<file path="src/sv/assert_macros.svh">
// shared assertion macros, clocked on clk and disabled during rst
`ifndef ASSERT_MACROS_SVH
`define ASSERT_MACROS_SVH

// property must hold at every rising edge outside reset
`define ASSERT_CLK(label, prop, msg) \
  label: assert property (@(posedge clk) disable iff (rst) (prop)) else $error(msg);

// expression must never be true outside reset
`define ASSERT_NEVER(label, expr, msg) \
  label: assert property (@(posedge clk) disable iff (rst) !(expr)) else $error(msg);

`endif

</file>
<file path="src/sv/owts_pkg.sv">
// ---------------------------------------------------------------------------
// owts_pkg
// shared types, codes and crc helpers for the thermometer scratchpad
// ---------------------------------------------------------------------------
package owts_pkg;

  localparam int SCR_DEPTH = 8;
  localparam int SCR_AW    = 3;

  // request codes on the command field
  localparam logic [1:0] CMD_BYTE      = 2'd0;
  localparam logic [1:0] CMD_SET_TEMP  = 2'd1;
  localparam logic [1:0] CMD_BUS_RESET = 2'd2;

  // bus function commands
  localparam logic [7:0] FN_WRITE   = 8'h4E;
  localparam logic [7:0] FN_READ    = 8'hBE;
  localparam logic [7:0] FN_COPY    = 8'h48;
  localparam logic [7:0] FN_RECALL  = 8'hB8;
  localparam logic [7:0] FN_POWER   = 8'hB4;
  localparam logic [7:0] FN_CONVERT = 8'h44;

  // result kinds
  localparam logic KIND_DATA  = 1'b0;
  localparam logic KIND_ERROR = 1'b1;

  // temperature format masks
  localparam logic [15:0] NORM_POS_MASK = 16'h07FF;
  localparam logic [15:0] NORM_NEG_FILL = 16'hF800;
  localparam logic [15:0] LEG_POS_MASK  = 16'h00FF;
  localparam logic [15:0] LEG_NEG_FILL  = 16'hFF00;

  localparam logic [7:0] CRC_POLY = 8'h8C;

  // scratchpad memory port request
  typedef struct packed {
    logic              we;
    logic [SCR_AW-1:0] waddr;
    logic [7:0]        wdata;
    logic              re;
    logic [SCR_AW-1:0] raddr;
  } scr_req_t;

  function automatic logic [7:0] scr_reset_byte(input logic [SCR_AW-1:0] addr);
    logic [7:0] b;
    case (addr)
      3'd0:    b = 8'hA0;
      3'd1:    b = 8'h00;
      3'd2:    b = 8'h4B;
      3'd3:    b = 8'h46;
      3'd4:    b = 8'h7F;
      3'd5:    b = 8'hFF;
      3'd6:    b = 8'h00;
      3'd7:    b = 8'h10;
      default: b = 8'h00;
    endcase
    return b;
  endfunction

  // one byte of crc-8, lsb first, reflected polynomial
  function automatic logic [7:0] crc8_byte(input logic [7:0] crc_in, input logic [7:0] data);
    logic [7:0] c;
    logic [7:0] v;
    c = crc_in;
    v = data;
    for (int b = 0; b < 8; b++) begin
      if ((c[0] ^ v[0]) == 1'b1) begin
        c = (c >> 1) ^ CRC_POLY;
      end else begin
        c = c >> 1;
      end
      v = v >> 1;
    end
    return c;
  endfunction

  function automatic logic [7:0] crc8_reset_pad();
    logic [7:0] c;
    c = 8'h00;
    for (int i = 0; i < SCR_DEPTH; i++) begin
      c = crc8_byte(c, scr_reset_byte(SCR_AW'(i)));
    end
    return c;
  endfunction

  localparam logic [7:0] CHECK_RESET = crc8_reset_pad();

endpackage

</file>
<file path="src/sv/owts_scratch_ram.sv">
// ---------------------------------------------------------------------------
// owts_scratch_ram
// 8 x 8 scratchpad memory, one write and one registered read port;
// entries never written read back as their power-on value
// ---------------------------------------------------------------------------
`include "assert_macros.svh"

module owts_scratch_ram (
  input  logic              clk,
  input  logic              rst,
  input  owts_pkg::scr_req_t req,
  output logic [7:0]        rdata
);

  logic [7:0]                     mem [owts_pkg::SCR_DEPTH];
  logic [owts_pkg::SCR_DEPTH-1:0] written;
  logic [7:0]                     rd_q;
  logic                           rd_dflt;
  logic [owts_pkg::SCR_AW-1:0]    rd_addr;

  always_ff @(posedge clk) begin
    if (req.we) begin
      mem[req.waddr] <= req.wdata;
    end
    if (req.re) begin
      rd_q    <= mem[req.raddr];
      rd_addr <= req.raddr;
    end
  end

  // written flags and the default select are control state
  always_ff @(posedge clk) begin
    if (rst) begin
      written <= '0;
      rd_dflt <= 1'b1;
    end else begin
      if (req.re) begin
        rd_dflt <= !written[req.raddr];
      end
      if (req.we) begin
        written[req.waddr] <= 1'b1;
      end
    end
  end

  assign rdata = rd_dflt ? owts_pkg::scr_reset_byte(rd_addr) : rd_q;

  `ASSERT_NEVER(a_no_rw_same_cycle, req.we && req.re, "scratch ram read and write overlap")

endmodule

</file>
<file path="src/sv/onewire_temp_sensor_scratchpad.sv">
// ---------------------------------------------------------------------------
// onewire_temp_sensor_scratchpad
// slave-side function layer of a 1-wire thermometer: scratchpad, crc, commands
// ---------------------------------------------------------------------------
// One request is taken at a time; in_ready is high only while the block is
// idle. The 8-byte scratchpad sits in a small synchronous ram with a
// registered read port and the crc-8 check byte in a register. A bus reset,
// a plain command byte and ignored bytes are handled without leaving idle. A
// write-scratchpad data byte is stored and then starts a crc walk that reads
// the eight entries back through the single read port. A set-temperature
// request is converted, writes entries 0 and 1 through the single write port
// and then runs the crc walk. Read scratchpad sends nine results; each
// scratchpad byte costs a ram read plus a load of the output register, and a
// new byte is fetched only once the previous one has left, so the request
// side stays busy through the whole read plus any output stall. An unknown
// command gives one error result and waits for the output register to be
// free. The output register decouples the two sides: a result may wait there
// while the next request is taken.
// legacy_mode is written through cfg_we/cfg_wdata; the user writes it only
// while idle, the block itself does not enforce this.
`include "assert_macros.svh"

module onewire_temp_sensor_scratchpad (
  input  logic               clk,
  input  logic               rst,
  // configuration
  input  logic               cfg_we,
  input  logic               cfg_wdata,
  // request channel
  input  logic               in_valid,
  output logic               in_ready,
  input  logic [1:0]         command,
  input  logic [7:0]         bus_byte,
  input  logic signed [15:0] temperature_raw,
  // result channel
  output logic               out_valid,
  input  logic               out_ready,
  output logic               result_kind,
  output logic [7:0]         out_byte,
  output logic               last_byte
);

  typedef enum logic [2:0] {
    IDLE,
    TEMP_LO,
    TEMP_HI,
    CRC_WALK,
    RD_ISSUE,
    RD_LOAD,
    RD_CHECK,
    ERR_OUT
  } state_t;

  // transaction phase
  typedef enum logic [1:0] {
    PH_CMD,
    PH_WRITE,
    PH_IGNORE
  } phase_t;

  state_t                      state;
  phase_t                      phase;
  logic [1:0]                  wpos;
  logic                        legacy_mode;
  logic [7:0]                  check_byte;
  logic [15:0]                 hold_word;   // temperature word or rejected command
  logic [3:0]                  crc_cnt;     // reads issued in the crc walk
  logic                        rd_pend;     // ram data arrives this cycle
  logic [7:0]                  crc_acc;
  logic [owts_pkg::SCR_AW-1:0] rd_idx;

  owts_pkg::scr_req_t          req;
  logic [7:0]                  rdata;

  // temperature conversion
  logic signed [16:0]          q_sum;
  logic signed [16:0]          q_div;
  logic [15:0]                 temp_word;

  owts_scratch_ram u_ram (
    .clk   (clk),
    .rst   (rst),
    .req   (req),
    .rdata (rdata)
  );

  assign in_ready = (state == IDLE);

  // legacy: divide by 8 truncating toward zero, bias negatives by 7
  always_comb begin
    q_sum = {temperature_raw[15], temperature_raw}
          + (temperature_raw[15] ? 17'sd7 : 17'sd0);
    q_div = q_sum >>> 3;
    if (legacy_mode) begin
      if (q_div[16]) begin
        temp_word = q_div[15:0] | owts_pkg::LEG_NEG_FILL;
      end else begin
        temp_word = q_div[15:0] & owts_pkg::LEG_POS_MASK;
      end
    end else begin
      if (temperature_raw[15]) begin
        temp_word = temperature_raw | owts_pkg::NORM_NEG_FILL;
      end else begin
        temp_word = temperature_raw & owts_pkg::NORM_POS_MASK;
      end
    end
  end

  // ram port
  always_comb begin
    req = '0;
    case (state)
      IDLE: begin
        if (in_valid && command == owts_pkg::CMD_BYTE && phase == PH_WRITE) begin
          req.we    = 1'b1;
          req.waddr = owts_pkg::SCR_AW'(2) + {1'b0, wpos};
          req.wdata = bus_byte;
        end
      end
      TEMP_LO: begin
        req.we    = 1'b1;
        req.waddr = owts_pkg::SCR_AW'(0);
        req.wdata = hold_word[7:0];
      end
      TEMP_HI: begin
        req.we    = 1'b1;
        req.waddr = owts_pkg::SCR_AW'(1);
        req.wdata = hold_word[15:8];
      end
      CRC_WALK: begin
        req.re    = !crc_cnt[3];
        req.raddr = crc_cnt[2:0];
      end
      RD_ISSUE: begin
        req.re    = !out_valid;
        req.raddr = rd_idx;
      end
      default: begin
      end
    endcase
  end

  always_ff @(posedge clk) begin
    if (rst) begin
      state       <= IDLE;
      phase       <= PH_CMD;
      wpos        <= 2'd0;
      legacy_mode <= 1'b0;
      check_byte  <= owts_pkg::CHECK_RESET;
      out_valid   <= 1'b0;
      rd_pend     <= 1'b0;
    end else begin
      if (cfg_we) begin
        legacy_mode <= cfg_wdata;
      end
      if (out_valid && out_ready) begin
        out_valid <= 1'b0;
      end
      rd_pend <= 1'b0;

      case (state)
        IDLE: begin
          if (in_valid) begin
            case (command)
              owts_pkg::CMD_SET_TEMP: begin
                hold_word <= temp_word;
                state     <= TEMP_LO;
              end
              owts_pkg::CMD_BUS_RESET: begin
                phase <= PH_CMD;
                wpos  <= 2'd0;
              end
              owts_pkg::CMD_BYTE: begin
                case (phase)
                  PH_CMD: begin
                    case (bus_byte)
                      owts_pkg::FN_WRITE: begin
                        phase <= PH_WRITE;
                        wpos  <= 2'd0;
                      end
                      owts_pkg::FN_READ: begin
                        phase  <= PH_IGNORE;
                        rd_idx <= '0;
                        state  <= RD_ISSUE;
                      end
                      owts_pkg::FN_COPY, owts_pkg::FN_RECALL,
                      owts_pkg::FN_POWER, owts_pkg::FN_CONVERT: begin
                        phase <= PH_IGNORE;
                      end
                      default: begin
                        // unknown command, report it once
                        phase     <= PH_IGNORE;
                        hold_word <= {8'h00, bus_byte};
                        state     <= ERR_OUT;
                      end
                    endcase
                  end
                  PH_WRITE: begin
                    // data byte stored by the ram port this cycle
                    wpos <= wpos + 2'd1;
                    if (wpos == 2'd2) begin
                      phase <= PH_IGNORE;
                    end
                    crc_cnt <= 4'd0;
                    crc_acc <= 8'h00;
                    state   <= CRC_WALK;
                  end
                  default: begin
                  end
                endcase
              end
              default: begin
              end
            endcase
          end
        end
        TEMP_LO: begin
          state <= TEMP_HI;
        end
        TEMP_HI: begin
          crc_cnt <= 4'd0;
          crc_acc <= 8'h00;
          state   <= CRC_WALK;
        end
        CRC_WALK: begin
          // reads go out back to back, crc folds in one byte per cycle
          if (!crc_cnt[3]) begin
            crc_cnt <= crc_cnt + 4'd1;
            rd_pend <= 1'b1;
          end
          if (rd_pend) begin
            if (crc_cnt[3]) begin
              check_byte <= owts_pkg::crc8_byte(crc_acc, rdata);
              state      <= IDLE;
            end else begin
              crc_acc <= owts_pkg::crc8_byte(crc_acc, rdata);
            end
          end
        end
        RD_ISSUE: begin
          if (!out_valid) begin
            state <= RD_LOAD;
          end
        end
        RD_LOAD: begin
          out_valid   <= 1'b1;
          result_kind <= owts_pkg::KIND_DATA;
          out_byte    <= rdata;
          last_byte   <= 1'b0;
          if (rd_idx == owts_pkg::SCR_AW'(owts_pkg::SCR_DEPTH - 1)) begin
            state <= RD_CHECK;
          end else begin
            rd_idx <= rd_idx + owts_pkg::SCR_AW'(1);
            state  <= RD_ISSUE;
          end
        end
        RD_CHECK: begin
          if (!out_valid) begin
            out_valid   <= 1'b1;
            result_kind <= owts_pkg::KIND_DATA;
            out_byte    <= check_byte;
            last_byte   <= 1'b1;
            state       <= IDLE;
          end
        end
        ERR_OUT: begin
          if (!out_valid) begin
            out_valid   <= 1'b1;
            result_kind <= owts_pkg::KIND_ERROR;
            out_byte    <= hold_word[7:0];
            last_byte   <= 1'b1;
            state       <= IDLE;
          end
        end
        default: begin
          state <= IDLE;
        end
      endcase
    end
  end

  // a fetched scratchpad byte always finds the output register free
  `ASSERT_CLK(a_load_slot_free, (state == RD_LOAD) |-> !out_valid, "read byte with output busy")
  // an error result is always the final result of its request
  `ASSERT_CLK(a_err_is_last, (out_valid && result_kind) |-> last_byte, "error result not last")
  // the crc walk only finishes with the last byte in flight
  `ASSERT_CLK(a_crc_tail, (state == CRC_WALK && crc_cnt[3]) |-> rd_pend, "crc walk lost a byte")

endmodule

</file>
<file path="config.mk">
export PLATFORM = sky130hd
export DESIGN_NAME = onewire_temp_sensor_scratchpad
export DESIGN_NICKNAME = d
export VERILOG_FILES = /design/src/sv/owts_pkg.sv /design/src/sv/owts_scratch_ram.sv /design/src/sv/onewire_temp_sensor_scratchpad.sv
export VERILOG_INCLUDE_DIRS = /design/src /design/src/sv
export SDC_FILE = /design/constraint.sdc
export NUM_CORES = 1
export LEC_CHECK = 0
export BUFFER_PORTS_ARGS = -buffer_cell sky130_fd_sc_hd__buf_2
export CAP_MARGIN = 20
export CORE_MARGIN = 4
export CORE_UTILIZATION = 60
export CTS_CLUSTER_SIZE = 12
export DETAILED_ROUTE_END_ITERATION = 6
export GPL_TIMING_DRIVEN = 0
export PLACE_DENSITY_LB_ADDON = 0.08
export SLEW_MARGIN = 20
export SYNTH_ARGS = -nofsm -noshare
export SYNTH_HDL_FRONTEND = slang
export SYNTH_SLANG_ARGS = --single-unit
</file>
<file path="constraint.sdc">
create_clock -name clk -period 3.55 [get_ports clk]
set_input_delay 0.1775 -clock clk [delete_from_list [all_inputs] [get_ports clk]]
set_output_delay 0.1775 -clock clk [all_outputs]
set_load 0.01 [all_outputs]
</file>
# After elaboration in Yosys (flattened, before gate mapping)
# Memories as Yosys holds them, arrays and structs flattened. A register that Yosys moved wholly into a read port is not among the register bits.
# Cells that the tools add are included.
[word_totals] ff_bits=71 mem_bits_rw=64 rom_bits=64 out_inout_bits=12 word_cells=265 mem_count=2
[mem_list] memory="(no name shown)" depth=8 width=8 rd=1 rd_ports_with_merged_regs=1 wr=0 line="owts_pkg.sv:46" text="case (addr)"
[mem_list] memory="u_ram.mem" depth=8 width=8 rd=1 rd_ports_with_merged_regs=1 wr=1 line="owts_scratch_ram.sv:15" text="logic [7:0] mem [owts_pkg::SCR_DEPTH];"
[op_classes] addsub=5 order_cmp=3 eq_ne=39 muxes=134 n_bitwise=33 reduce_logical=31
[op_table] operator="$mux W8" count=79
[op_table] operator="$mux W16" count=5
[op_table] operator="$pmux W8 S3" count=2
[op_table] operator="$not A2 Y3" count=15
[op_table] operator="$mux W3" count=12
[op_table] operator="$pmux W12 S3" count=1
[op_table] operator="$pmux W16 S2" count=1
[op_table] operator="$eq A8 B7 Y1 const B" count=3
[op_table] operator="$eq A8 B8 Y1 const B" count=3
[op_table] operator="$pmux W3 S2" count=4
[op_table] operator="$pmux W3 S7" count=1
[op_table] operator="$ne A2 B2 Y1 const B" count=10
[op_table] operator="$add A16 B4 Y17" count=1
[op_table] operator="$mux W4" count=4
[op_table] operator="$pmux W2 S2" count=4
[op_table] operator="$eq A3 B3 Y1 const B" count=5
[op_table] operator="$reduce_and A5 Y1" count=3
[op_table] operator="$xor A1 B1 Y1" count=15
[op_table] operator="$reduce_and A7 Y1" count=2
[op_table] operator="$mux W12" count=1
[op_table] operator="$pmux W4 S3" count=1
[op_table] operator="$reduce_and A6 Y1" count=2
[op_table] operator="$ne A2 B1 Y1 const B" count=5
[op_table] operator="$mux W1" count=9
[op_table] operator="other kinds (35)" count=57

# Longest topological paths before layout
# Gate-level depths: netlist (run 1).
[depth] word_depth=48 depth_mapped=9 mapped_depth_nobuf=7

# Cells and area by module
# A second synthesis (run 1) with hierarchy kept.
[unflattened] cells_unflattened=540 hier_area_um2=6940.4
[by_module_without_submodules] module="owts_scratch_ram" n_inst=1 cells_each=197 area_each_um2=3622.2 seq_area_each_um2=2552.4
[by_module_without_submodules] module="onewire_temp_sensor_scratchpad" n_inst=1 cells_each=343 area_each_um2=3318.2 seq_area_each_um2=1471.4

# Worst setup path before layout (run 1)
# No wires, ideal clock.
[synth_path] path_kind="reg2reg" from="register state[1]" to="register hold_word[0], enable pin" setup_ns=0.413 arrival_time_ns=2.189 required_ns=3.137 slack_ns=0.948 path_stages_with_launch=3 synth_period_minus_slack_ns=2.602 cell_sequence="dfxtp_1 -> or4b_1 -> nor4_1"
[synth_via] elab_chain_cells=2
[synth_lines] element="start, declared" line="onewire_temp_sensor_scratchpad.sv:61" text="state_t state;"
[synth_lines] element="start signal, assigned" line="onewire_temp_sensor_scratchpad.sv:145" text="state <= IDLE;"
[synth_lines] element="start signal, assigned" line="onewire_temp_sensor_scratchpad.sv:167" text="state <= TEMP_LO;"
[synth_lines] element="start signal, assigned" line="onewire_temp_sensor_scratchpad.sv:184" text="state <= RD_ISSUE;"
[synth_lines] element="$logic_not A3 Y1" line="onewire_temp_sensor_scratchpad.sv:161" text="case (state)"
[synth_lines] element="$reduce_and A6 Y1 (no line)"
[synth_lines] element="end signal, assigned" line="onewire_temp_sensor_scratchpad.sv:166" text="hold_word <= temp_word;"
[synth_lines] element="end signal, assigned" line="onewire_temp_sensor_scratchpad.sv:193" text="hold_word <= {8'h00, bus_byte};"
[synth_lines] element="end, declared" line="onewire_temp_sensor_scratchpad.sv:66" text="logic [15:0] hold_word;"
# No other way between the ends.
# A chain may end at the register's enable or synchronous reset.

# Worst setup path in the final report (run 1)
[layout_path] from="register state[2]" to="memory u_ram.mem[5][4], enable pin"
[layout_via] elab_chain_cells=4 elab_cells_between_ends=6 classes_between="eq/ne: 2; mux: 3; reduce/logical: 1"
[layout_lines] element="$eq A3 B2 Y1, or another cell as far along" line="onewire_temp_sensor_scratchpad.sv:112" text="case (state)"
[layout_lines] element="$pmux W12 S3 *" line="onewire_temp_sensor_scratchpad.sv:112"
[layout_lines] element="$mux W1" line="owts_scratch_ram.sv:22" text="if (req.we) begin"
[layout_lines] element="$mux W1 (not written as such)" line="owts_scratch_ram.sv:23" text="mem[req.waddr] <= req.wdata;"
[layout_lines] element="end, declared" line="owts_scratch_ram.sv:15"
# Mark *: on every way between the ends. The rest lies on a longest branch, timed or not.

==> results.md, run 1 <==
- The run finished with clean final reports.
- For this run, design rule violations remaining after detail routing come to 0.
- The biggest cell delay along the critical path is 680 ps.
- The data arrival time of the critical path is 2790 ps.
- Yosys mapped a number of flops with a built-in enable equal to 112.
- The setup-violating endpoint count in the final report is 0.
- The sequential cell area fraction in the yosys report is 0.594.
- The net switching power of the design is 0.00162 W.
- The number of rows created at floorplan is 38.
- The final clock skew is 7.80 ps.
- The critical path goes through or4b_1, nor3_2, nand2_1, a21oi_1, and3_1.
- For this run the aggregate overflow at the end of global routing stands at 0.
- The power per cell area is 692 nW/um2.
- The synthesis warning total is 0.
- The number of cells upsized or downsized after cts is 0.
- The number of violations of the max-capacitance limit is 0.
- Setup repair after global routing left no endpoint under its margin.
- Adding up every negative setup slack in the final design gives 0 ps.
- The number of clock sinks is 145.
- Among all stages on the critical path, the largest delay is contributed by or4b_1.
- The combinational family with the most area after synthesis is simple AND/OR/NAND/NOR gates.
- The congestion estimate from routability-driven global placement came to 0.875.
- The share of total power in the clock network is 0.340.
- The number of global-route vias before repair came to 5164.
- The transition time at the pin with the least slew margin is 1040 ps.
- The period utilization is 0.772.
- In this run the static leakage power is 3.04 nW.
- The total routed wirelength is 15.9 mm.
- The share of power burned in combinational logic is 0.247.
- The die width is 114 um.
- After synthesis, the mean cell area works out to 11.0 um2.
- The share of total power dissipated in sequential elements is 0.412.
- The detailed router placed 5117 vias in this run.
- The clock transition at the register clock pins on the worst setup and hold paths after CTS is 60 ps.
- Measured along the y axis, the die boundary spans 114 um.
- The number of buffers inserted during clock tree synthesis is 17.
- In the synthesized netlist, the number of instances is 615.
- In this run, the number of DRC markers left after iteration 0 of detailed routing was 461.
- The most instantiated flip-flop cell in the synthesis netlist is edfxtp_1.
- The count of cell types in the netlist is 64.
- The average detailed-routed wire length per instance is 18.8 um.
- The number of hold violations in the final report is 0.
- The worst path in the final design needs a cycle of 2740 ps, including I/O delays and setup.
- The HPWL reported at the end of detailed placement is 11.3 mm.
- In this run the worst path has a maximum fanout of 8.
- For the worst setup path, the data required time is 3600 ps.
- The number of pins exceeding their max-slew limit in the final report is 0.
- The mean number of vias per cell is 6.05.
- The kind of launch point of the worst setup path is a flip-flop.
- The antenna violation net count after detailed routing is 0.
- Counting flops with an async set or reset pin after synthesis yields a share of 0.
- The critical setup path kind is reg2reg.
- The portion of synthesized area spent on multiplexers is 0.0277.
- The number of buffers added on ports is 40.
- The initial utilization of the core area, before any placement, comes to 0.620.
- The post-layout utilization of the core is 0.720.
- The largest net degree at the start of global routing is 18.
- The post-synthesis compound-gate area fraction came to 0.108.
- The switching share of power is 0.298.
- The worst hold path belongs to the class in2reg.
- The worst setup path is captured at a flip-flop.
- The first-pass GRT wire length is 25.7 mm.
- The adder-cell share of the synthesized area is 0.0111.
- After floorplanning, the core was sized to cover 10900 um2.
- TritonCTS built the clock tree.
- The cell at the root of the clock tree is clkbuf_16.
- The peak ir drop on the vdd network is 0.389 mV.
- Of the total synthesized cell area, the portion taken by XOR and XNOR cells is 0.0469.
- Of the total synthesized cell area, the portion taken by AND, OR, NAND and NOR gates is 0.181.
- 0 antenna diodes ended up in the layout.
- The H-tree was split into 4 levels.
- In this run the deepest clock path goes through 2 buffers.
- Compared with the post-synthesis result, the final layout area differs by 16.2%.
- Pin placement for this block handled 44 I/O pins.
- The area of the die is 13100 um2.
- The flip-flop and latch count after synthesis is 145.
- Based on the critical path, the design can be clocked at up to 365 MHz.
- Of the cells placed in the final design, the portion with a size suffix greater than 1 is 0.143.
- The overall routing resource usage is 0.258.
- The worst pin sits at a relative slew slack of 0.307.
- The post-layout net count is 731.
- The later pin in the worst-skew pair is clocked with a latency of 410 ps.
- The combined area of all synthesized cells is 6780 um2.
- The count of TritonRoute iterations in the first routing pass is 6.
- The initial antenna violation count is 0.
- The internal portion of the total power is 0.00383 W.
power by group through the flow:
stage / clock (W) / combinational [W] / sequential [W]
after detailed placement: 0 / 0.00132 / 0.00228
after global routing: 0.00195 / 0.00148 / 0.00226
after global placement: 0 / 0.00128 / 0.00227
after CTS: 0.00186 / 0.00134 / 0.00225
final: 0.00185 / 0.00135 / 0.00225
after floorplan: 0 / 0.000953 / 0.00225
critical path: cells and delay by family, from the launching register on:
family             cells  cell delay (ps)
and+or+nand+nor        4             1650
DFF                    1              370
AOI/OAI and AO/OA      1              350
per-layer routing:
metal,track usage,vias up,part of all wire
met1,0.327,2477,0.41
met3,0.0539,34,0.077
met4,0.112,0,0.024
met5,0,-,0
li1,-,2373,-
met2,0.429,233,0.48
placed cells by master, fill, tap and decap left out, types with 17 or more instances in the layout:
| master | n |
|---|---|
| o21ai_0 | 25 |
| edfxtp_1 | 112 |
| nor2_1 | 41 |
| dfxtp_1 | 33 |
| buf_2 | 46 |
| xnor2_1 | 17 |
| clkbuf_1 | 31 |
| a21oi_1 | 32 |
| nand2_1 | 98 |
| clkbuf_16 | 17 |
| nand3_1 | 46 |
sequential cells by signal, summed over array words and instances (netlist names), 3 cells and up, named ones only:
signal	flops
check_byte	8
crc_acc	8
crc_cnt	4
hold_word	12
out_byte	8
rd_idx	3
state	3
u_ram.mem	64
u_ram.rd_addr	3
u_ram.rd_q	8
u_ram.written	8
Yosys cell counts, types with 4 or more instances:
library cell | number | area, um2
nand2b_1 | 9 | 56.3
nand3_1 | 46 | 230
edfxtp_1 | 112 | 3360
a221o_1 | 5 | 50.1
nor2b_1 | 12 | 75.1
o21ai_0 | 25 | 125
a21o_1 | 4 | 30.0
mux2i_1 | 14 | 140
inv_1 | 16 | 60.1
nor3_1 | 7 | 35.0
dfxtp_1 | 33 | 661
nand2_1 | 98 | 368
nor2_1 | 42 | 158
nor4_1 | 4 | 25.0
nand4_1 | 8 | 50.1
a211o_1 | 5 | 43.8
and3_1 | 6 | 37.5
clkbuf_1 | 26 | 97.6
xor2_1 | 9 | 78.8
a211oi_1 | 10 | 75.1
buf_2 | 5 | 25.0
xnor2_1 | 17 | 149
a21oi_1 | 32 | 160
ha_1 | 6 | 75.1
area by class of cell:
class                           instances  area, um2
Tap cell                              140        175
Clock buffer                           23        458
Buffer                                 35        145
Sequential cell                       145       4020
Timing Repair Buffer                   44        233
Multi-Input combinational cell        433       2610
Clock inverter                          9        158
Inverter                               17       63.8
Fill cell                             786       3070
path summary, 6_finish.rpt:
path	startpoint	endpoint	slack [ps]	cells after the start
setup / recovery	state[2]	u_ram.mem[5][4]	810	5
hold / removal	cfg_we	legacy_mode	30	3
setup reg to reg	state[2]	u_ram.mem[5][4]	810	5
hold reg to reg	check_byte[3]	check_byte[3]	470	1
kinds of logic after synthesis:
kind of cell	count (synthesis)
xor+xnor	30
flops	145
simple gates	255
buf+inv	52
other cells	1
fa+ha+maj	6
mux	18
compound gates	108
what timing repair did:
action,in CTS,in global routing
hold buffers,2,0
setup buffers,0,0
hold endpoints to repair,2,0
per-stage QoR:
step | setup slack, ps | cell area (um2) | cells | power (W) | hold slack [ps]
after floorplan | 948 | 6830 | 630 | 0.00320 | 249
after global placement | 319 | 7210 | 810 | 0.00355 | 413
after detailed placement | 846 | 7230 | 812 | 0.00360 | 418
after CTS | 812 | 7870 | 846 | 0.00544 | 11.0
after global routing | 674 | 7870 | 846 | 0.00569 | 44.7
final | 809 | 7870 | 846 | 0.00545 | 29.1
Power figures use the tool's default switching activity.
==> inputs of run 2 (changes only) <==
--- a/config.mk
+++ b/config.mk
@@ -9,7 +9,7 @@
 export BUFFER_PORTS_ARGS = -buffer_cell sky130_fd_sc_hd__buf_2
 export CAP_MARGIN = 20
 export CORE_MARGIN = 4
-export CORE_UTILIZATION = 60
+export CORE_UTILIZATION = 55
 export CTS_CLUSTER_SIZE = 12
 export DETAILED_ROUTE_END_ITERATION = 6
 export GPL_TIMING_DRIVEN = 0
==> constraint.sdc (replaced) <==
create_clock -name clk -period 2.5 [get_ports clk]
set_input_delay 0.125 -clock clk [delete_from_list [all_inputs] [get_ports clk]]
set_output_delay 0.125 -clock clk [all_outputs]
set_load 0.01 [all_outputs]
==> results.md, run 2 (synthesis gave the netlist of run 1 again) <==
- The reg-to-reg startpoint is state[1].
- The post-route DRC violation count is 0 (unchanged).
- The total routed wirelength is 15.8 mm (-0.51%).
- The path class of the lowest-slack min-delay path is in2reg.
- The start point of the worst min-delay path is bus_byte[6].
- The clock transition at the register clock pins on the worst setup and hold paths after CTS is 60 ps (about the same).
- The largest net degree at the start of global routing came to 18 (unchanged).
- The number of vias in the routed layout is 5015 (-2.0%).
- The area of the placeable core is 12000 um2 (+9.8%).
- The number of buffers added on ports is 40 (unchanged).
- The number of top-level pins is 44 (unchanged).
- The register containing the most flip-flops in the final layout is u_ram.mem.
- The worst setup path is launched from a flip-flop.
- The post-CTS setup repair buffer count is 0 (unchanged).
- The initial cell density of the core came to 0.564 (-0.0555).
- The fraction of layout instances using a drive strength above 1 is 0.169 (+0.0255).
- The overall power of the completed layout is 0.00753 W (+38%).
- The number of antenna cells inserted came to 0 (unchanged).
- The worst relative slew slack is 0.450 (+0.142).
- The biggest cell delay along the critical path is 710 ps (+30 ps).
- The transition time at the pin with the least slew margin is 826 ps (-210 ps).
- The growth of design area from synthesis to finish is 16.8%.
- The die height is 119 um (+4.1%).
- The antenna violation net count after detailed routing came to 0 (unchanged).
- The data arrival time of the critical path is 2570 ps (-220 ps).
- The number of violations of the max-capacitance limit is 0 (unchanged).
- The final weighted congestion in routability-driven placement is 0.898 (+2.6%).
- The HPWL reported at the end of detailed placement is 11.2 mm (-0.89%).
- The number of global-route vias before repair is 4943 (-4.3%).
- The time the worst path needs with I/O delays and setup is 2470 ps (-275 ps).
- The type of element capturing the critical path is a flip-flop.
- The mean number of vias per cell is 5.88 (-2.8%).
- The root buffer cell chosen for the clock tree is clkbuf_16.
- In the layout the commonest cells are edfxtp_1 (112), nand2_1 (98), nand3_1 (46), buf_2 (44), nor2_1 (39).
- The number of flip-flops under the largest register name is 64 (unchanged).
- The number of rows created at floorplan is 40 (+5.3%).
- Setup repair after global routing could not meet its margin everywhere.
- The run finished with clean final reports.
- The final clock skew is 7.89 ps (+0.0914 ps).
- The worst-case clock buffer depth is 2 (unchanged).
- The filler cell count was 959 (+22%).
- The number of clock sinks is 145 (unchanged).
- Tracing the worst setup path back leads to its startpoint at state[1].
- The TritonCTS clock tree is done.
- The maximum fanout count along the critical path came to 6 (-2).
- The power per cell area was 951 nW/um2 (+37%).
- The clock insertion delay at the later pin of the skew report was 420 ps (about the same).
- The final setup TNS came to 0 ps (unchanged).
- The family with the most delay on the worst path is simple AND/OR/NAND/NOR gates.
- The total number of H-tree levels is 4 (unchanged).
- The peak ir drop on the vdd network was 0.657 mV (+69%).
- The largest registers in the layout are u_ram.mem (64), hold_word (12).
- The leakage power came to 3.05 nW (+0.39%).
- The first-pass GRT wire length is 25.3 mm (-1.5%).
- The number of pins exceeding their max-slew limit in the final report was 0 (unchanged).
- The number of buffer and inverter instances along the worst setup path came to 0 (unchanged).
- The count of TritonRoute iterations in the first routing pass came to 5 (-1).
- The peak clock frequency supported by timing is 406 MHz (+11%).
- The iteration-0 DRC count of the detailed router came to 444 (-3.7%).
- The average detailed-routed wire length per instance is 18.6 um (-1.3%).
- Leaving out fill and tap cells, the most frequent cell in the layout is edfxtp_1.
- The data required time at the worst endpoint came to 2610 ps (-990 ps).
- The global-route congestion overflow total is 0 (unchanged).
- The number of hold violations in the final report is 0 (unchanged).
- The worst setup path is of the reg2reg kind.
- The period utilization is 0.986 (+0.214).
- The post-layout net count is 731 (unchanged).
- The setup-violating endpoint count in the final report was 0 (unchanged).
- The overall routing resource usage is 0.232 (-0.0262).
- The number of buffers inserted during clock tree synthesis is 17 (unchanged).
- The area of the die came to 14200 um2 (+8.4%).
- The signal on the critical path passes through or4b_1, nor3_4, nand2_1, a21oi_4, and3b_1.
- The initial antenna violation count is 0 (unchanged).
- Among all stages on the critical path, the largest delay is contributed by or4b_1.
- The die width was 119 um (+4.1%).
run 2: area by class of cell:
class,instances,area (um2),share of cell area
tap,147,184,0.0232
clock buffer,20,458,0.0579
clock inverter,12,108,0.0136
inverter,17,63.8,0.00806
sequential,145,4020,0.509
buffer,33,155,0.0196
timing repair buffer,45,245,0.0310
multi-input combinational,434,2680,0.338
run 2: worst paths after layout:
kind                          end  slack (ps)  cells after the start
setup / recovery  u_ram.mem[3][6]          30                      5
hold / removal       hold_word[6]          50                      3
setup reg to reg  u_ram.mem[3][6]          30                      5
hold reg to reg     check_byte[4]         460                      1
run 2: repair_timing:
action,4_1_cts,5_1_grt
hold buffers,4,0
pin swaps,0,1
cloned,0,1
setup endpoints to repair,42,67
endpoints found under the hold margin,3,0
resized for setup,8,22
run 2: power breakdown:
group / internal, W / switching (W)
clock network: 0.00143 / 0.000982
registers: 0.00308 / 0.000110
logic: 0.000670 / 0.00126
run 2: per-layer routing:
layer | vias up | share of wire | GRT usage
met5 | - | 0 | 0
met4 | 0 | 0.019 | 0.0898
met1 | 2412 | 0.43 | 0.297
li1 | 2382 | - | -
met2 | 190 | 0.48 | 0.374
met3 | 31 | 0.071 | 0.0651
run 2: metrics by stage:
step | instance area [um2] | instances | setup WS (ps) | hold WS, ps | utilization
floorplan | 6840 | 630 | 203 | 197 | -
global placement | 7220 | 817 | -572 | 365 | 0.601
detailed placement | 7240 | 818 | -213 | 370 | 0.603
CTS | 7860 | 852 | 9.98 | 39.8 | 0.654
global route | 7910 | 853 | -52.5 | 63.0 | 0.659
finish | 7910 | 853 | 34.3 | 48.9 | 0.659
run 2: worst register-to-register path, stage by stage, from the launching register on:
cell and delay, ps:
dfxtp_1 350, or4b_1 710, nor3_4 320, nand2_1 150
a21oi_4 270, and3b_1 350
